### config.mk
export PLATFORM = sky130hd
export DESIGN_NAME = aging_page_replacement_flat
export DESIGN_NICKNAME = d
export VERILOG_FILES = /design/src/rtl/apr_pkg.sv /design/src/rtl/apr_if.sv /design/src/rtl/aging_page_replacement.sv /design/src/rtl/apr_ram.sv /design/src/rtl/apr_queue.sv /design/src/rtl/apr_front.sv /design/src/rtl/apr_back.sv /design/src/flat_wrapper.sv
export SDC_FILE = /design/constraint.sdc
export NUM_CORES = 1
export LEC_CHECK = 0
export CORE_ASPECT_RATIO = 1.5
export CORE_UTILIZATION = 36
export CTS_BUF_LIST = sky130_fd_sc_hd__clkbuf_16
export CTS_CLUSTER_DIAMETER = 120
export DETAILED_ROUTE_END_ITERATION = 12
export DONT_BUFFER_PORTS = 1
export HOLD_SLACK_MARGIN = 0.03
export PLACE_DENSITY = 0.61
export RECOVER_POWER = 100
export SLEW_MARGIN = 20
export SYNTH_ARGS = -nofsm -noshare
export SYNTH_HDL_FRONTEND = slang
export SYNTH_SLANG_ARGS = --single-unit
### constraint.sdc
create_clock -name clock -period 8.69 [get_ports clock]
set_input_delay 0 -clock clock [delete_from_list [all_inputs] [get_ports clock]]
set_output_delay 0 -clock clock [all_outputs]
set_load 0.03 [all_outputs]
### src/rtl/apr_pkg.sv
`timescale 1ns / 1ps

package apr_pkg;

   localparam int DefaultMaxFrames = 16;
   localparam int QueueDepth       = 2;

   localparam int PageWidth  = 16;
   localparam int AgeWidth   = 16;
   localparam int CountWidth = 16;
   localparam int CfgWidth   = 5;
   localparam int IndexWidth = 4;

   localparam logic [CfgWidth-1:0] FramesReset = CfgWidth'(16);
   localparam logic [AgeWidth-1:0] AgeTopBit   = {1'b1, {(AgeWidth-1){1'b0}}};

   typedef struct packed {
      logic                  hit;
      logic [IndexWidth-1:0] frame_index;
      logic [CountWidth-1:0] hit_count;
      logic [CountWidth-1:0] miss_count;
   } apr_result_type;

endpackage

### src/rtl/apr_if.sv
`timescale 1ns / 1ps

interface apr_req_if import apr_pkg::*; ();
   logic                 valid;
   logic                 ready;
   logic [PageWidth-1:0] page_id;

   modport source (output valid, output page_id, input ready);
   modport sink (input valid, input page_id, output ready);
endinterface

interface apr_rsp_if import apr_pkg::*; ();
   logic                  valid;
   logic                  ready;
   logic                  hit;
   logic [IndexWidth-1:0] frame_index;
   logic [CountWidth-1:0] hit_count;
   logic [CountWidth-1:0] miss_count;

   modport source (output valid, output hit, output frame_index, output hit_count,
                   output miss_count, input ready);
   modport sink (input valid, input hit, input frame_index, input hit_count,
                 input miss_count, output ready);
endinterface

### src/rtl/aging_page_replacement.sv
`timescale 1ns / 1ps

// Channel    Direction  Transfer carries
// req_chan   in         page_id
// rsp_chan   out        hit, frame_index, hit_count, miss_count
// csr_write  in         frames_in_use (one write per enabled edge)
//
// In the back end a reference passes from idle, which issues the first frame
// read, through the scan, which ages and checks the n clamped frames one by
// one through the frame RAM port, to the update, which writes the chosen frame.
// Reset is synchronous; it empties all frames and clears both totals.
// A two-entry queue lets references arrive while the scan runs, and the
// result register lets the next reference start while a response stalls.
module aging_page_replacement import apr_pkg::*; #(
   parameter int MAX_FRAMES = DefaultMaxFrames
) (
   input  logic                clock,
   input  logic                reset,
   apr_req_if.sink             req_chan,
   apr_rsp_if.source           rsp_chan,
   input  logic                csr_write_en,
   input  logic [CfgWidth-1:0] csr_write_data
);
   localparam int IW = (MAX_FRAMES > 1) ? $clog2(MAX_FRAMES) : 1;
   localparam int NW = IW + 1;
   localparam int QW = NW + PageWidth;
   localparam int MaxInFlight = QueueDepth + 2;
   localparam int OW = $clog2(MaxInFlight + 1);

   logic           push, pop, q_full, q_not_empty;
   logic [QW-1:0]  push_data, pop_data;
   apr_result_type result;
   logic [OW-1:0]  in_flight_ff, in_flight_in;
   logic           req_xfer, rsp_xfer;

   apr_front #(.MAX_FRAMES(MAX_FRAMES), .NW(NW)) u_front (
      .clock          (clock),
      .reset          (reset),
      .req_chan       (req_chan),
      .csr_write_en   (csr_write_en),
      .csr_write_data (csr_write_data),
      .queue_full     (q_full),
      .push           (push),
      .push_data      (push_data)
   );

   apr_queue #(.WIDTH(QW), .DEPTH(QueueDepth)) u_queue (
      .clock     (clock),
      .reset     (reset),
      .push      (push),
      .push_data (push_data),
      .full      (q_full),
      .pop       (pop),
      .not_empty (q_not_empty),
      .pop_data  (pop_data)
   );

   apr_back #(.MAX_FRAMES(MAX_FRAMES), .IW(IW), .NW(NW)) u_back (
      .clock       (clock),
      .reset       (reset),
      .q_not_empty (q_not_empty),
      .q_data      (pop_data),
      .q_pop       (pop),
      .out_valid   (rsp_chan.valid),
      .out_result  (result),
      .out_ready   (rsp_chan.ready)
   );

   assign rsp_chan.hit         = result.hit;
   assign rsp_chan.frame_index = result.frame_index;
   assign rsp_chan.hit_count   = result.hit_count;
   assign rsp_chan.miss_count  = result.miss_count;

   // References accepted but not yet answered, for the checks below.
   assign req_xfer = req_chan.valid && req_chan.ready;
   assign rsp_xfer = rsp_chan.valid && rsp_chan.ready;

   always_comb begin
      in_flight_in = in_flight_ff;
      if (req_xfer && !rsp_xfer) begin
         in_flight_in = in_flight_ff + 1'b1;
      end else if (rsp_xfer && !req_xfer) begin
         in_flight_in = in_flight_ff - 1'b1;
      end
   end

   always_ff @(posedge clock) begin
      if (reset) begin
         in_flight_ff <= '0;
      end else begin
         in_flight_ff <= in_flight_in;
      end
   end

   a_rsp_needs_req: assert property (@(posedge clock) disable iff (reset)
      rsp_chan.valid |-> in_flight_ff != '0)
      else $error("response without an outstanding reference");

   a_in_flight_bound: assert property (@(posedge clock) disable iff (reset)
      in_flight_ff <= OW'(MaxInFlight))
      else $error("more references in flight than the design can hold");

   a_full_blocks_req: assert property (@(posedge clock) disable iff (reset)
      in_flight_ff == OW'(MaxInFlight) |-> !req_chan.ready)
      else $error("reference accepted with queue and back end full");

   a_hit_count_step: assert property (@(posedge clock) disable iff (reset)
      rsp_chan.valid && $past(rsp_xfer) |->
         rsp_chan.hit_count + rsp_chan.miss_count ==
         $past(rsp_chan.hit_count) + $past(rsp_chan.miss_count) + 16'd1)
      else $error("totals did not advance by one reference");
endmodule

### src/rtl/apr_ram.sv
`timescale 1ns / 1ps

module apr_ram #(
   parameter int WIDTH = 32,
   parameter int DEPTH = 16,
   localparam int AW   = (DEPTH > 1) ? $clog2(DEPTH) : 1
) (
   input  logic                 clock,
   input  logic                 write_en,
   input  logic [AW-1:0]        write_addr,
   input  logic [WIDTH-1:0]     write_data,
   input  logic [AW-1:0]        read_addr,
   output logic [WIDTH-1:0]     read_data
);
   logic [WIDTH-1:0] mem_ff [DEPTH];
   logic [WIDTH-1:0] read_data_ff;

   always_ff @(posedge clock) begin
      if (write_en) begin
         mem_ff[write_addr] <= write_data;
      end
      read_data_ff <= mem_ff[read_addr];
   end

   assign read_data = read_data_ff;
endmodule

### src/rtl/apr_queue.sv
`timescale 1ns / 1ps

module apr_queue #(
   parameter int WIDTH = 16,
   parameter int DEPTH = 2
) (
   input  logic             clock,
   input  logic             reset,
   input  logic             push,
   input  logic [WIDTH-1:0] push_data,
   output logic             full,
   input  logic             pop,
   output logic             not_empty,
   output logic [WIDTH-1:0] pop_data
);
   localparam int PW = (DEPTH > 1) ? $clog2(DEPTH) : 1;
   localparam int CW = $clog2(DEPTH + 1);

   logic [WIDTH-1:0] slot_ff [DEPTH];
   logic [PW-1:0]    wr_ptr_ff, wr_ptr_in;
   logic [PW-1:0]    rd_ptr_ff, rd_ptr_in;
   logic [CW-1:0]    count_ff, count_in;

   assign full      = (count_ff == CW'(DEPTH));
   assign not_empty = (count_ff != '0);
   assign pop_data  = slot_ff[rd_ptr_ff];

   always_comb begin
      wr_ptr_in = wr_ptr_ff;
      rd_ptr_in = rd_ptr_ff;
      count_in  = count_ff;
      if (push) begin
         wr_ptr_in = (wr_ptr_ff == PW'(DEPTH - 1)) ? '0 : wr_ptr_ff + 1'b1;
      end
      if (pop) begin
         rd_ptr_in = (rd_ptr_ff == PW'(DEPTH - 1)) ? '0 : rd_ptr_ff + 1'b1;
      end
      if (push && !pop) begin
         count_in = count_ff + 1'b1;
      end else if (pop && !push) begin
         count_in = count_ff - 1'b1;
      end
   end

   always_ff @(posedge clock) begin
      if (reset) begin
         wr_ptr_ff <= '0;
         rd_ptr_ff <= '0;
         count_ff  <= '0;
      end else begin
         wr_ptr_ff <= wr_ptr_in;
         rd_ptr_ff <= rd_ptr_in;
         count_ff  <= count_in;
      end
      if (push) begin
         slot_ff[wr_ptr_ff] <= push_data;
      end
   end
endmodule

### src/rtl/apr_front.sv
`timescale 1ns / 1ps

module apr_front import apr_pkg::*; #(
   parameter int MAX_FRAMES = DefaultMaxFrames,
   parameter int NW         = ((MAX_FRAMES > 1) ? $clog2(MAX_FRAMES) : 1) + 1
) (
   input  logic                 clock,
   input  logic                 reset,
   apr_req_if.sink              req_chan,
   input  logic                 csr_write_en,
   input  logic [CfgWidth-1:0]  csr_write_data,
   input  logic                 queue_full,
   output logic                 push,
   output logic [NW+PageWidth-1:0] push_data
);
   logic [CfgWidth-1:0] frames_ff, frames_in;
   logic [NW-1:0]       active_n;

   always_comb begin
      frames_in = csr_write_en ? csr_write_data : frames_ff;
   end

   always_ff @(posedge clock) begin
      if (reset) begin
         frames_ff <= FramesReset;
      end else begin
         frames_ff <= frames_in;
      end
   end

   // Out-of-range frame counts are clamped into one to MAX_FRAMES.
   always_comb begin
      if (frames_ff == '0) begin
         active_n = NW'(1);
      end else if (int'(frames_ff) > MAX_FRAMES) begin
         active_n = NW'(MAX_FRAMES);
      end else begin
         active_n = NW'(frames_ff);
      end
   end

   assign req_chan.ready = !queue_full;
   assign push           = req_chan.valid && !queue_full;
   assign push_data      = {active_n, req_chan.page_id};
endmodule

### src/rtl/apr_back.sv
`timescale 1ns / 1ps

module apr_back import apr_pkg::*; #(
   parameter int MAX_FRAMES = DefaultMaxFrames,
   parameter int IW         = (MAX_FRAMES > 1) ? $clog2(MAX_FRAMES) : 1,
   parameter int NW         = IW + 1
) (
   input  logic                    clock,
   input  logic                    reset,
   input  logic                    q_not_empty,
   input  logic [NW+PageWidth-1:0] q_data,
   output logic                    q_pop,
   output logic                    out_valid,
   output apr_result_type          out_result,
   input  logic                    out_ready
);
   localparam int EW = PageWidth + AgeWidth;

   typedef enum logic [1:0] {ST_IDLE, ST_SCAN, ST_UPDATE} state_type;

   state_type            state_ff, state_in;
   logic [PageWidth-1:0] page_ff, page_in;
   logic [NW-1:0]        n_ff, n_in;
   logic [IW-1:0]        idx_ff, idx_in;
   logic                 done_ff, done_in;
   logic                 found_ff, found_in;
   logic [IW-1:0]        chosen_ff, chosen_in;
   logic [AgeWidth-1:0]  min_ff, min_in;
   logic [CountWidth-1:0] hits_ff, hits_in;
   logic [CountWidth-1:0] misses_ff, misses_in;
   logic                 valid_ff [MAX_FRAMES];
   logic                 set_valid;
   logic                 out_vld_ff, out_vld_in;
   apr_result_type       out_ff, out_in;

   logic                 ram_we;
   logic [IW-1:0]        ram_waddr, ram_raddr;
   logic [EW-1:0]        ram_wdata, ram_rdata;
   logic [PageWidth-1:0] rd_page;
   logic [AgeWidth-1:0]  age_sh;
   logic                 last;
   logic                 slot_free;
   logic [IW+IndexWidth-1:0] chosen_ext;

   apr_ram #(.WIDTH(EW), .DEPTH(MAX_FRAMES)) u_frames (
      .clock      (clock),
      .write_en   (ram_we),
      .write_addr (ram_waddr),
      .write_data (ram_wdata),
      .read_addr  (ram_raddr),
      .read_data  (ram_rdata)
   );

   assign rd_page    = ram_rdata[EW-1:AgeWidth];
   assign age_sh     = {1'b0, ram_rdata[AgeWidth-1:1]};
   assign last       = ({1'b0, idx_ff} + NW'(1)) == n_ff;
   assign slot_free  = !out_vld_ff || out_ready;
   assign chosen_ext = {{IndexWidth{1'b0}}, chosen_ff};

   always_comb begin
      state_in   = state_ff;
      page_in    = page_ff;
      n_in       = n_ff;
      idx_in     = idx_ff;
      done_in    = done_ff;
      found_in   = found_ff;
      chosen_in  = chosen_ff;
      min_in     = min_ff;
      hits_in    = hits_ff;
      misses_in  = misses_ff;
      out_vld_in = out_vld_ff && !out_ready;
      out_in     = out_ff;
      set_valid  = 1'b0;
      q_pop      = 1'b0;
      ram_we     = 1'b0;
      ram_waddr  = idx_ff;
      ram_wdata  = {rd_page, age_sh};
      ram_raddr  = '0;

      unique case (state_ff)
         ST_IDLE: begin
            // Entry zero is read here so that its data lands in the first scan cycle.
            if (q_not_empty) begin
               q_pop     = 1'b1;
               page_in   = q_data[PageWidth-1:0];
               n_in      = q_data[NW+PageWidth-1:PageWidth];
               idx_in    = '0;
               done_in   = 1'b0;
               found_in  = 1'b0;
               chosen_in = '0;
               state_in  = ST_SCAN;
            end
         end
         ST_SCAN: begin
            // Every frame in use is aged and written back, even after the choice is made.
            ram_we    = 1'b1;
            ram_raddr = idx_ff + 1'b1;
            if (!done_ff) begin
               if (!valid_ff[idx_ff]) begin
                  chosen_in = idx_ff;
                  done_in   = 1'b1;
               end else if (rd_page == page_ff) begin
                  chosen_in = idx_ff;
                  found_in  = 1'b1;
                  done_in   = 1'b1;
                  min_in    = age_sh;
               end else if (idx_ff == '0 || age_sh < min_ff) begin
                  chosen_in = idx_ff;
                  min_in    = age_sh;
               end
            end
            idx_in = idx_ff + 1'b1;
            if (last) begin
               state_in = ST_UPDATE;
            end
         end
         ST_UPDATE: begin
            ram_waddr = chosen_ff;
            ram_wdata = found_ff ? {page_ff, min_ff | AgeTopBit} : {page_ff, AgeTopBit};
            if (slot_free) begin
               ram_we    = 1'b1;
               set_valid = !found_ff;
               if (found_ff) begin
                  hits_in = hits_ff + 1'b1;
               end else begin
                  misses_in = misses_ff + 1'b1;
               end
               out_vld_in         = 1'b1;
               out_in.hit         = found_ff;
               out_in.frame_index = chosen_ext[IndexWidth-1:0];
               out_in.hit_count   = hits_in;
               out_in.miss_count  = misses_in;
               state_in           = ST_IDLE;
            end
         end
         default: begin
            state_in = ST_IDLE;
         end
      endcase
   end

   always_ff @(posedge clock) begin
      if (reset) begin
         state_ff   <= ST_IDLE;
         hits_ff    <= '0;
         misses_ff  <= '0;
         out_vld_ff <= 1'b0;
         for (int i = 0; i < MAX_FRAMES; i++) begin
            valid_ff[i] <= 1'b0;
         end
      end else begin
         state_ff   <= state_in;
         hits_ff    <= hits_in;
         misses_ff  <= misses_in;
         out_vld_ff <= out_vld_in;
         if (set_valid) begin
            valid_ff[chosen_ff] <= 1'b1;
         end
      end
      page_ff   <= page_in;
      n_ff      <= n_in;
      idx_ff    <= idx_in;
      done_ff   <= done_in;
      found_ff  <= found_in;
      chosen_ff <= chosen_in;
      min_ff    <= min_in;
      out_ff    <= out_in;
   end

   assign out_valid  = out_vld_ff;
   assign out_result = out_ff;
endmodule

### src/flat_wrapper.sv
// flat-port wrapper written by rule: the top's interface ports become plain ports
module aging_page_replacement_flat import apr_pkg::*;
#(
   parameter int MAX_FRAMES = DefaultMaxFrames
)
  (clock, reset, csr_write_en, csr_write_data, req_chan_valid, req_chan_page_id, req_chan_ready, rsp_chan_valid, rsp_chan_hit, rsp_chan_frame_index, rsp_chan_hit_count, rsp_chan_miss_count, rsp_chan_ready);
  apr_req_if req_chan_i ();
  apr_rsp_if rsp_chan_i ();
  input  logic clock;
  input  logic reset;
  input  logic csr_write_en;
  input  logic [CfgWidth-1:0] csr_write_data;
  input wire logic [$bits(req_chan_i.valid)-1:0] req_chan_valid;
  input wire logic [$bits(req_chan_i.page_id)-1:0] req_chan_page_id;
  output wire logic [$bits(req_chan_i.ready)-1:0] req_chan_ready;
  output wire logic [$bits(rsp_chan_i.valid)-1:0] rsp_chan_valid;
  output wire logic [$bits(rsp_chan_i.hit)-1:0] rsp_chan_hit;
  output wire logic [$bits(rsp_chan_i.frame_index)-1:0] rsp_chan_frame_index;
  output wire logic [$bits(rsp_chan_i.hit_count)-1:0] rsp_chan_hit_count;
  output wire logic [$bits(rsp_chan_i.miss_count)-1:0] rsp_chan_miss_count;
  input wire logic [$bits(rsp_chan_i.ready)-1:0] rsp_chan_ready;
  assign req_chan_i.valid = req_chan_valid;
  assign req_chan_i.page_id = req_chan_page_id;
  assign req_chan_ready = req_chan_i.ready;
  assign rsp_chan_valid = rsp_chan_i.valid;
  assign rsp_chan_hit = rsp_chan_i.hit;
  assign rsp_chan_frame_index = rsp_chan_i.frame_index;
  assign rsp_chan_hit_count = rsp_chan_i.hit_count;
  assign rsp_chan_miss_count = rsp_chan_i.miss_count;
  assign rsp_chan_i.ready = rsp_chan_ready;
  aging_page_replacement #(.MAX_FRAMES(MAX_FRAMES)) u_core (.clock(clock), .reset(reset), .req_chan(req_chan_i), .rsp_chan(rsp_chan_i), .csr_write_en(csr_write_en), .csr_write_data(csr_write_data));
endmodule
-- Yosys cells after proc, flatten, opt, wreduce, memory -nomap -nowiden
Memory sizes are Yosys's and may differ from the RTL's. A register that Yosys moved wholly into a read port is not among the register bits.
Index checks and enable logic that the tools add are counted.
- logic and storage cells: 125
- memories kept: 3
- bits in registers: 106
- bits in writable memories: 570
- output and inout port bits: 39
- bits of input ports: 26
- memories (name ; depth ; bits a word ; rd ports ; clocked after memory_dff ; write ports ; RTL line ; text):
    u_core.u_back.u_frames.mem_ff ; 16 ; 32 ; 1 ; 1 ; 1 ; apr_ram.sv:15 ; logic [WIDTH-1:0] mem_ff [DEPTH];
    u_core.u_queue.slot_ff ; 2 ; 21 ; 1 ; 1 ; 1 ; apr_queue.sv:19 ; logic [WIDTH-1:0] slot_ff [DEPTH];
    u_core.u_back.valid_ff ; 16 ; 1 ; 1 ; 1 ; 16 ; apr_back.sv:31 ; logic valid_ff [MAX_FRAMES];
- eq/ne operators: 12
- magnitude comparators: 2
- reductions and logical operators: 27
- bitwise operators: 1
- mux-type cells: 55
- $add $sub $neg: 8
- operators by type and width (operator ; count):
    $mux W15 ; 3
    $mux W4 ; 9
    $add A16 B1 Y16 const B ; 2
    $mux W16 ; 2
    $mux W32 ; 1
    $mux W1 ; 27
    $eq A16 B16 Y1 ; 1
    $pmux W4 S2 ; 2
    $lt A15 B15 Y1 ; 1
    $mux W2 ; 5
    $mux W5 ; 2
    $ne A2 B2 Y1 const B ; 5
    $reduce_and A4 Y1 ; 2
    $reduce_bool A2 Y1 ; 4
    $logic_not A1 Y1 ; 6
    $pmux W1 S2 ; 3
    $pmux W2 S3 ; 1
    $reduce_and A2 Y1 ; 3
    $add A4 B1 Y5 const B ; 1
    $eq A5 B5 Y1 ; 1
    $gt A5 B5 Y1 const B ; 1
    $logic_not A5 Y1 ; 1
    $reduce_and A5 Y1 ; 1
    $add A4 B1 Y4 const B ; 1
    other kinds (14) ; 20

-- Depth between registers and ports, before layout
Gate-level depths: netlist (run 1).
- depth in word-level cells: 9
- mapped depth: 11

-- Hierarchy
A second synthesis (run 1) with hierarchy kept.
- cell total of the unflattened synthesis: 1573
- area total of the unflattened synthesis: 28551.1 um^2
- modules (own cells, without submodules) (module ; sequential area each (um^2) ; area an instance (um^2) ; times used ; cells each):
    apr_ram ; 16015.4 ; 19835.3 ; 1 ; 838
    apr_back ; 3593.4 ; 6655.1 ; 1 ; 607
    apr_queue ; 1361.3 ; 1717.9 ; 1 ; 87
    apr_front ; 100.1 ; 342.8 ; 1 ; 41

-- Least setup slack after synthesis (run 1)
Ideal clock, no wire load.
- kind: flip-flop to flip-flop
- start: register u_core.u_back.state_ff[0]
- end: memory u_core.u_back.u_frames.mem_ff[5][10] (enable)
- buffers on the path: 3
- library setup time: 0.419 ns
- stages on the path, launching flop included: 8
- path slack: 5.114 ns
- data arrival time: 3.156 ns
- period minus slack after synthesis: 3.576 ns
- data required time: 8.271 ns
- cell sequence: dfxtp_1 -> inv_1 -> ha_1 -> clkbuf_1 -> clkbuf_1 -> buf_1 -> a31oi_1 -> nor2_1
- longest elaborated chain between the ends: 4
- ends and longest elaborated chain (item ; RTL line ; text):
    from (decl) ; apr_back.sv:21 ; state_type state_ff, state_in;
    from (signal assigned) ; apr_back.sv:152 ; state_ff <= state_in;
    $eq A2 B2 Y1 / $eq A2 B1 Y1 (equally long branches) ; apr_back.sv:80 ; unique case (state_ff)
    $pmux W1 S2 ; apr_back.sv:80 ;
    $mux W1 ; apr_ram.sv:19 ; if (write_en) begin
    $mux W1 (not written as such) ; apr_ram.sv:20 ; mem_ff[write_addr] <= write_data;
    to (decl) ; apr_ram.sv:15 ;
Parallel ways exist; a longest one is shown, timed or not.

-- Worst setup path in the final report (run 1)
- start: register u_core.u_back.state_ff[0]
- end: memory u_core.u_back.u_frames.mem_ff[3][27] (enable)
Same word-level chain as after synthesis.

==> impl_results.html, run 1 <==
<table>
<tr><th>Metric</th><th>Value</th></tr>
<tr><th colspan="2">Timing</th></tr>
<tr><td>RSZ-0062 raised after global routing</td><td>false</td></tr>
<tr><td>Worst max-slew margin expressed relative to the limit</td><td>-159.0%</td></tr>
<tr><td>Worst Max-Slew Pin Slew</td><td>3.885 ns</td></tr>
<tr><td>Period utilization</td><td>69.92%</td></tr>
<tr><td>Hold violation count in the final report</td><td>0</td></tr>
<tr><td>Final Max Slew Viols</td><td>427</td></tr>
<tr><td>Worst setup margin</td><td>2.614 ns</td></tr>
<tr><td>Top achievable clock speed</td><td>0.1646 GHz</td></tr>
<tr><td>Fin Clk Skew</td><td>0.02335 ns</td></tr>
<tr><td>Final period demand of the worst path</td><td>6.076 ns</td></tr>
<tr><td>Setup TNS</td><td>0 ns</td></tr>
<tr><td>Count of endpoints failing setup in the final report</td><td>0</td></tr>
<tr><th colspan="2">Yosys</th></tr>
<tr><td>Fraction of registers with async set/reset</td><td>0%</td></tr>
<tr><td>Distinct cells, synth</td><td>64</td></tr>
<tr><td>EDFF count, synth</td><td>621</td></tr>
<tr><td>Most frequently used flop master after synthesis</td><td>edfxtp_1</td></tr>
<tr><td>Top-area cell type share of the netlist area</td><td>65.20%</td></tr>
<tr><td>Flops &amp; latches, synth</td><td>716</td></tr>
<tr><td>Commonest cells in the synthesized netlist</td><td>edfxtp_1, nand2_1, mux2i_1</td></tr>
<tr><td>Most used standard cell by instance count after synthesis</td><td>edfxtp_1</td></tr>
<tr><td>Cells after synthesis</td><td>1856</td></tr>
<tr><td>Synth warnings</td><td>0</td></tr>
<tr><td>Synthesized net count</td><td>1904</td></tr>
<tr><td>Post-synth design cell area</td><td>28600 sq um</td></tr>
<tr><td>Average size of a mapped cell</td><td>15.41 sq um</td></tr>
<tr><td>Dominant cell type by area after synthesis</td><td>edfxtp_1</td></tr>
<tr><td>Part of the Yosys area used for sequential elements</td><td>71.85%</td></tr>
<tr><td>Largest cells by area after synthesis</td><td>edfxtp_1, dfxtp_1, mux2i_1</td></tr>
<tr><th colspan="2">Clock network</th></tr>
<tr><td>CTS Buf Count</td><td>61</td></tr>
<tr><td>Longest Clk Path Bufs</td><td>3</td></tr>
<tr><td>Clock input transition at the sequential cells of the worst setup and hold paths</td><td>0.07 ns</td></tr>
<tr><td>CTS Sinks</td><td>716</td></tr>
<tr><td>Library cell used as clock root buffer</td><td>clkbuf_16</td></tr>
<tr><td># H-tree levels</td><td>2</td></tr>
<tr><td>Resized cells post-CTS</td><td>0</td></tr>
<tr><td>Buffers inserted by post-CTS timing repair</td><td>0</td></tr>
<tr><td>TritonCTS clock tree</td><td>built</td></tr>
<tr><td>Later-pin clock latency in the skew report</td><td>0.65 ns</td></tr>
<tr><th colspan="2">Floorplanning</th></tr>
<tr><td>Effective utilization at floorplan</td><td>36.36%</td></tr>
<tr><td>Number of placed I/O pins</td><td>65</td></tr>
<tr><td>Die Footprint</td><td>80610 sq um</td></tr>
<tr><td>Vertical die dimension</td><td>347.2 um</td></tr>
<tr><td>Site row count</td><td>126</td></tr>
<tr><td>Core Area</td><td>78670 sq um</td></tr>
<tr><td>Die Width</td><td>232.1 um</td></tr>
<tr><th colspan="2">Route</th></tr>
<tr><td>Vias after detailed routing</td><td>15690</td></tr>
<tr><td>Final WL</td><td>64810 um</td></tr>
<tr><td>Residual antenna-violating net count after detailed routing</td><td>0</td></tr>
<tr><td>Post-DR wirelength/cell</td><td>21.71 um</td></tr>
<tr><td>Initial DRC Count</td><td>1168</td></tr>
<tr><td>Routed via count divided by cell count</td><td>5.255</td></tr>
<tr><td>Router iterations before antenna repair</td><td>4</td></tr>
<tr><td>Number of DRC violations after detailed routing</td><td>0</td></tr>
<tr><th colspan="2">Setup path</th></tr>
<tr><td>Critical Path RT</td><td>8.98 ns</td></tr>
<tr><td>Number of buffers and inverters on the critical path</td><td>3</td></tr>
<tr><td>Startpoint type of the worst setup path</td><td>register</td></tr>
<tr><td>Worst path slowest cell</td><td>clkbuf_1</td></tr>
<tr><td>Cells traversed along the worst timing path</td><td>inv_1 &gt; ha_1 &gt; clkbuf_1 &gt; mux2_2 &gt; nand2_1 &gt; nor2_1 &gt; buf_4</td></tr>
<tr><td>Worst EP arrival</td><td>6.36 ns</td></tr>
<tr><td>CP delay by family, top</td><td>buffers and inverters</td></tr>
<tr><td>Longest individual stage delay on the worst path</td><td>1.64 ns</td></tr>
<tr><td>Launching element of the worst setup path</td><td>u_core.u_back.state_ff[0]$_SDFFE_PP0P_</td></tr>
<tr><td>Critical Setup Path Class</td><td>register to register</td></tr>
<tr><td>Critical path peak fanout</td><td>51</td></tr>
<tr><td>CP Capture Type</td><td>register</td></tr>
<tr><td>Startpoint of the most critical register-to-register path</td><td>u_core.u_back.state_ff[0]$_SDFFE_PP0P_</td></tr>
<tr><th colspan="2">Worst hold path</th></tr>
<tr><td>Worst min-delay path category</td><td>input port to register</td></tr>
<tr><td>Origin of the worst min-delay path</td><td>req_chan_page_id[15]</td></tr>
<tr><th colspan="2">Pwr</th></tr>
<tr><td>Flop pwr share</td><td>47.5%</td></tr>
<tr><td>Net switching component of the power</td><td>3.152 mW</td></tr>
<tr><td>Sw Share</td><td>30.99%</td></tr>
<tr><td>Leakage</td><td>10.53 nW</td></tr>
<tr><td>Clk pwr share</td><td>28.4%</td></tr>
<tr><td>Portion of total power attributed to combinational logic</td><td>24.1%</td></tr>
<tr><td>Internal Pwr Total</td><td>7.020 mW</td></tr>
<tr><td>Pwr per Cell Area</td><td>315.0 nW/um^2</td></tr>
<tr><td>Largest voltage drop on the vdd net</td><td>0.0002329 V</td></tr>
<tr><th colspan="2">Final layout</th></tr>
<tr><td>Diode insertion count for antenna repair</td><td>0</td></tr>
<tr><td>Share of post-route cells with drive strength above 1</td><td>10.30%</td></tr>
<tr><td>Total of fill cells in the finished design</td><td>6970</td></tr>
<tr><td>Total Nets Final</td><td>1956</td></tr>
<tr><td>Area growth, synth to finish</td><td>12.90%</td></tr>
<tr><th colspan="2">Status</th></tr>
<tr><td>Failing checks</td><td>capacitance limit, slew limit</td></tr>
<tr><td>Run status</td><td>finished with violations</td></tr>
<tr><th colspan="2">Place</th></tr>
<tr><td>Pre-CTS setup slack</td><td>4.670 ns</td></tr>
<tr><td>Routability congestion estimate from global placement</td><td>0.7929</td></tr>
<tr><td>Detailed Place HPWL</td><td>34760 um</td></tr>
<tr><td>Quantity of I/O buffers inserted on ports</td><td>0</td></tr>
<tr><th colspan="2">Global routing</th></tr>
<tr><td>Remaining global-route overflow</td><td>0</td></tr>
<tr><td>Number of antenna violations at the first check in global routing</td><td>0</td></tr>
<tr><td>Number of global-route vias before repair</td><td>16060</td></tr>
<tr><td>First-pass GRT wire length</td><td>97460 um</td></tr>
<tr><td>Total Routing Usage GR</td><td>15.99%</td></tr>
<tr><td>Largest net degree at the start of global routing</td><td>132</td></tr>
<tr><th colspan="2">Flow run</th></tr>
<tr><td>Number of max-cap violations</td><td>9</td></tr>
</table>
-- layout by cell type, fill, tap and decap left out, types with 5 or more instances in the layout --
cell type	count
dfxtp_1	95
mux2_1	20
a21oi_1	58
or3_1	12
inv_1	55
buf_4	22
nor2_4	12
a211oi_1	62
o21ai_0	38
mux2_2	22
ha_1	22
clkbuf_16	61
clkinv_1	8
xor2_1	37
mux4_2	35
xnor2_1	36
bufinv_16	11
nand2_1	188
mux2i_1	135
a311oi_1	62
edfxtp_1	621
nor2b_1	8
clkinvlp_4	7
dlygate4sd3_1	46
and3_1	5
nor3_1	41
nand4_1	12
clkinv_2	7
and2_1	62
nor2_1	59
nand3_1	15
clkbuf_1	19
o2bb2ai_1	12
-- final timing paths --
| check | end | slack [ns] | cells past startpoint |
|---|---|---|---|
| setup / recovery | u_core.u_back.u_frames.mem_ff[3][27]$_DFFE_PP_ | 2.61 | 7 |
| hold / removal | u_core.u_queue.slot_ff[0][15]$_DFFE_PP_ | 0.06 | 1 |
| setup reg to reg | u_core.u_back.u_frames.mem_ff[3][27]$_DFFE_PP_ | 2.61 | 7 |
| hold reg to reg | u_core.u_back.min_ff[0]$_DFFE_PP_ | 0.45 | 0 |
-- power by group through the flow --
stage               clock network (mW)  registers [mW]  logic, mW
floorplan                            0            4.77       1.74
global placement                     0            4.89       2.37
detailed placement                   0            4.90       2.45
CTS                               2.94            4.82       2.48
global route                      3.06            4.86       2.68
finish                            2.89            4.83       2.45
-- repair_timing --
action,4_1_cts,5_1_grt
hold buffers,46,1
hold endpoints to repair,113,21
endpoints found under the setup margin,0,0
-- sequential cells by signal, summed over array words and instances (netlist names), 16 cells and up, named ones only --
name and flops:
u_core.u_back.hits_ff 16, u_core.u_back.misses_ff 16, u_core.u_back.out_result 37, u_core.u_back.page_ff 16, u_core.u_back.u_frames.mem_ff 496, u_core.u_back.u_frames.read_data 31, u_core.u_back.valid_ff 16, u_core.u_queue.slot_ff 42
-- final cells by class --
| type | count | area, sq um | area share (%) |
|---|---|---|---|
| clock buffer | 61 | 1526 | 4.727 |
| clock inverter | 55 | 609.3 | 1.887 |
| inverter | 45 | 171.4 | 0.5308 |
| multi-input combinational | 994 | 7426 | 23.00 |
| sequential | 716 | 20550 | 63.64 |
| tap | 1024 | 1281 | 3.968 |
| timing repair buffer | 90 | 726.9 | 2.251 |
-- metrics by stage --
step / area (sq um) / utilization (%) / power, mW / hold WS (ns) / instances
floorplan: 28600 / - / 6.510 / 0.09887 / 1856
global placement: 29880 / 37.98 / 7.264 / 0.07334 / 2822
detailed placement: 29890 / 37.99 / 7.342 / 0.07663 / 2822
CTS: 32490 / 41.30 / 10.24 / 0.04177 / 2984
global route: 32290 / 41.05 / 10.61 / 0.04163 / 2985
finish: 32290 / 41.05 / 10.17 / 0.05752 / 2985
-- logic make-up (layout without fill, tap and decap cells) --
group	count (synthesis)	in the layout	synth area share, %
simple gates	439	439	7.445
buf+inv	146	251	2.288
compound gates	247	247	6.006
xor+xnor	74	74	2.318
flops	716	716	71.85
fa+ha+maj	22	22	0.9624
mux	212	212	9.134
-- layer usage --
metal / vias to the layer above / global-route usage [%] / routed length, um
li1: 7157 / - / -
met2: 394 / 29.26 / 34460
met4: 0 / 6.740 / 2444
met5: - / 0 / 0
met3: 130 / 2.004 / 2600
met1: 8005 / 18.51 / 25300
(Power assumes the default switching activity.)
==> run 2: changes to the inputs <==
clock period = 5.9 ns   (was 8.69 ns; I/O delays follow)
==> run 2 against run 1 <==
Net effect: the flow still finishes with violations (capacitance limit, slew limit); clock skew about the same; via count decreased by 0.79%; combinational power increased by 53%; design area decreased by 0.57%; total power increased by 46%; sequential power increased by 48%; largest cell class unchanged; largest power group unchanged.
==> impl_results.html, run 2 (synthesis gave the netlist of run 1 again) <==
<table>
<tr><th>Metric</th><th>Value</th></tr>
<tr><th colspan="2">Final layout</th></tr>
<tr><td>Area growth, synth to finish</td><td>12.26%</td></tr>
<tr><td>Commonest non-fill, non-tap cell in the layout</td><td>edfxtp_1</td></tr>
<tr><td>Register name with the most flops</td><td>u_core.u_back.u_frames.mem_ff</td></tr>
<tr><td>Leading cell types in the layout, fill and taps excluded</td><td>edfxtp_1, nand2_1, mux2i_1, dfxtp_1, nor2_1</td></tr>
<tr><td>Total Nets Final</td><td>1943</td></tr>
<tr><td>Max reg flops</td><td>496</td></tr>
<tr><td>Share of post-route cells with drive strength above 1</td><td>8.848%</td></tr>
<tr><td>Post-layout instance area</td><td>32110 sq um</td></tr>
<tr><td>Diode insertion count for antenna repair</td><td>0</td></tr>
<tr><th colspan="2">Global routing</th></tr>
<tr><td>Global routing met2 resource utilization</td><td>29.42%</td></tr>
<tr><td>Remaining global-route overflow</td><td>0</td></tr>
<tr><td>Number of antenna violations at the first check in global routing</td><td>0</td></tr>
<tr><td>Total Routing Usage GR</td><td>16.13%</td></tr>
<tr><td>Met1 Track Usage GR</td><td>19.49%</td></tr>
<tr><td>Largest net degree at the start of global routing</td><td>132</td></tr>
<tr><td>Global route hottest layer</td><td>met2</td></tr>
<tr><td>GRT met3 Usage</td><td>1.741%</td></tr>
<tr><td>Number of global-route vias before repair</td><td>15920</td></tr>
<tr><td>First-pass GRT wire length</td><td>98680 um</td></tr>
<tr><th colspan="2">Route</th></tr>
<tr><td>Number of DRC violations after detailed routing</td><td>0</td></tr>
<tr><td>Final WL</td><td>65140 um</td></tr>
<tr><td>Initial DRC Count</td><td>1148</td></tr>
<tr><td>Router iterations before antenna repair</td><td>7</td></tr>
<tr><td>Routed via count divided by cell count</td><td>5.243</td></tr>
<tr><td>Residual antenna-violating net count after detailed routing</td><td>0</td></tr>
<tr><td>Vias after detailed routing</td><td>15560</td></tr>
<tr><td>Post-DR wirelength/cell</td><td>21.95 um</td></tr>
<tr><th colspan="2">Floorplanning</th></tr>
<tr><td>Die Footprint</td><td>80610 sq um</td></tr>
<tr><td>Number of placed I/O pins</td><td>65</td></tr>
<tr><td>Vertical die dimension</td><td>347.2 um</td></tr>
<tr><td>Core Area</td><td>78670 sq um</td></tr>
<tr><td>Effective utilization at floorplan</td><td>36.36%</td></tr>
<tr><td>Die Width</td><td>232.1 um</td></tr>
<tr><td>Site row count</td><td>126</td></tr>
<tr><th colspan="2">Timing</th></tr>
<tr><td>RSZ-0062 raised after global routing</td><td>false</td></tr>
<tr><td>Final Max Slew Viols</td><td>540</td></tr>
<tr><td>Worst max-slew margin expressed relative to the limit</td><td>-70.63%</td></tr>
<tr><td>Top achievable clock speed</td><td>0.2064 GHz</td></tr>
<tr><td>Minimum hold slack</td><td>0.07836 ns</td></tr>
<tr><td>Count of endpoints failing setup in the final report</td><td>0</td></tr>
<tr><td>Final period demand of the worst path</td><td>4.845 ns</td></tr>
<tr><td>Period utilization</td><td>82.11%</td></tr>
<tr><td>Setup TNS</td><td>0 ns</td></tr>
<tr><td>Fin Clk Skew</td><td>0.02361 ns</td></tr>
<tr><td>Hold violation count in the final report</td><td>0</td></tr>
<tr><td>Worst Max-Slew Pin Slew</td><td>2.550 ns</td></tr>
<tr><th colspan="2">Setup path</th></tr>
<tr><td>Worst EP arrival</td><td>5.02 ns</td></tr>
<tr><td>Critical Path RT</td><td>6.07 ns</td></tr>
<tr><td>Launching element of the worst setup path</td><td>u_core.u_back.idx_ff[0]$_DFFE_PN_</td></tr>
<tr><td>Startpoint of the most critical register-to-register path</td><td>u_core.u_back.idx_ff[0]$_DFFE_PN_</td></tr>
<tr><td>Setup slack of the most critical reg-to-reg path</td><td>1.06 ns</td></tr>
<tr><td>Critical path peak fanout</td><td>35</td></tr>
<tr><td>Critical Setup Path Class</td><td>register to register</td></tr>
<tr><td>CP Capture Type</td><td>register</td></tr>
<tr><td>Startpoint type of the worst setup path</td><td>register</td></tr>
<tr><th colspan="2">Flow run</th></tr>
<tr><td>Number of max-cap violations</td><td>26</td></tr>
<tr><th colspan="2">Pwr</th></tr>
<tr><td>Leakage</td><td>10.41 nW</td></tr>
<tr><td>Pwr per Cell Area</td><td>461.4 nW/um^2</td></tr>
<tr><td>Largest voltage drop on the vdd net</td><td>0.0002578 V</td></tr>
<tr><td>Total design power</td><td>14.81 mW</td></tr>
<tr><th colspan="2">Clock network</th></tr>
<tr><td>Later-pin clock latency in the skew report</td><td>0.63 ns</td></tr>
<tr><td>Longest Clk Path Bufs</td><td>3</td></tr>
<tr><td>Resized cells post-CTS</td><td>0</td></tr>
<tr><td># H-tree levels</td><td>2</td></tr>
<tr><td>Cts-stage hold buffer count</td><td>45</td></tr>
<tr><td>Buffers inserted by post-CTS timing repair</td><td>0</td></tr>
<tr><td>TritonCTS clock tree</td><td>built</td></tr>
<tr><td>CTS Sinks</td><td>716</td></tr>
<tr><td>CTS Buf Count</td><td>59</td></tr>
<tr><td>Clock input transition at the sequential cells of the worst setup and hold paths</td><td>0.07 ns</td></tr>
<tr><td>Library cell used as clock root buffer</td><td>clkbuf_16</td></tr>
<tr><th colspan="2">Status</th></tr>
<tr><td>Failing checks</td><td>capacitance limit, slew limit</td></tr>
<tr><td>Run status</td><td>finished with violations</td></tr>
<tr><th colspan="2">Worst hold path</th></tr>
<tr><td>Origin of the worst min-delay path</td><td>req_chan_page_id[0]</td></tr>
<tr><td>Worst min-delay path category</td><td>input port to register</td></tr>
<tr><th colspan="2">Place</th></tr>
<tr><td>Quantity of I/O buffers inserted on ports</td><td>0</td></tr>
<tr><td>Detailed Place HPWL</td><td>39580 um</td></tr>
<tr><td>Routability congestion estimate from global placement</td><td>0.8205</td></tr>
<tr><td>Area after DPL</td><td>30040 sq um</td></tr>
</table>
==> run 2: cell types whose count changed in the layout (fill, tap and decap cells not counted), sizes merged <==
cell,before,now
clkinvlp,7,4
clkinv,19,34
inv,63,51
clkbuf,82,76
buf,23,17
bufinv,11,7
dlygate4sd3,46,45
==> run 2: routing by layer <==
metal  part of all wire (%)  wire length (um)
met1                     40             26240
met3                    3.8              2476
met2                     53             34650
met4                    2.7              1775
met5                      0                 0
==> run 2: report_power, final <==
part           leakage, nW  switching (mW)  internal [mW]
Combinational         3.06            2.59           1.15
Clock                0.949            1.78           2.13
Sequential            6.41           0.453           6.71
Total                 10.4            4.83           9.99
==> run 2: path summary, 6_finish.rpt <==
check                                                                       to  cells after the start
worst min-delay path                    u_core.u_queue.slot_ff[0][0]$_DFFE_PP_                      1
worst max register to register  u_core.u_back.u_frames.mem_ff[1][26]$_DFFE_PP_                      6
worst min register to register              u_core.u_back.valid_ff[14]$_DFF_P_                      2
worst max-delay path            u_core.u_back.u_frames.mem_ff[1][26]$_DFFE_PP_                      6
==> run 2: area by class of cell <==
type	instances	area, sq um
inverters	45	171.4
clock buffers	59	1476
fillers	7016	46560
multi-input cells	994	7352
well taps	1024	1281
clock inverters	51	437.9
repair buffers	79	839.6
flip-flops and latches	716	20550
==> run 2: stage by stage <==
| step | setup slack (ns) | instances | util (%) |
|---|---|---|---|
| after detailed placement | 1.972 | 2809 | 38.18 |
| after global routing | 0.8953 | 2968 | 40.82 |
| after global placement | 1.960 | 2798 | 37.77 |
| final | 1.055 | 2968 | 40.82 |
| after floorplan | 2.324 | 1856 | - |
| after CTS | 1.963 | 2964 | 41.20 |
==> run 2: worst max-delay path: stages (launching register included) <==
cell and delay [ns]:
edfxtp_1 0.43, inv_1 0.98, clkbuf_1 1.51, nor3_1 0.14, a31oi_2 0.50, nor2_4 0.24, clkbuf_1 0.56
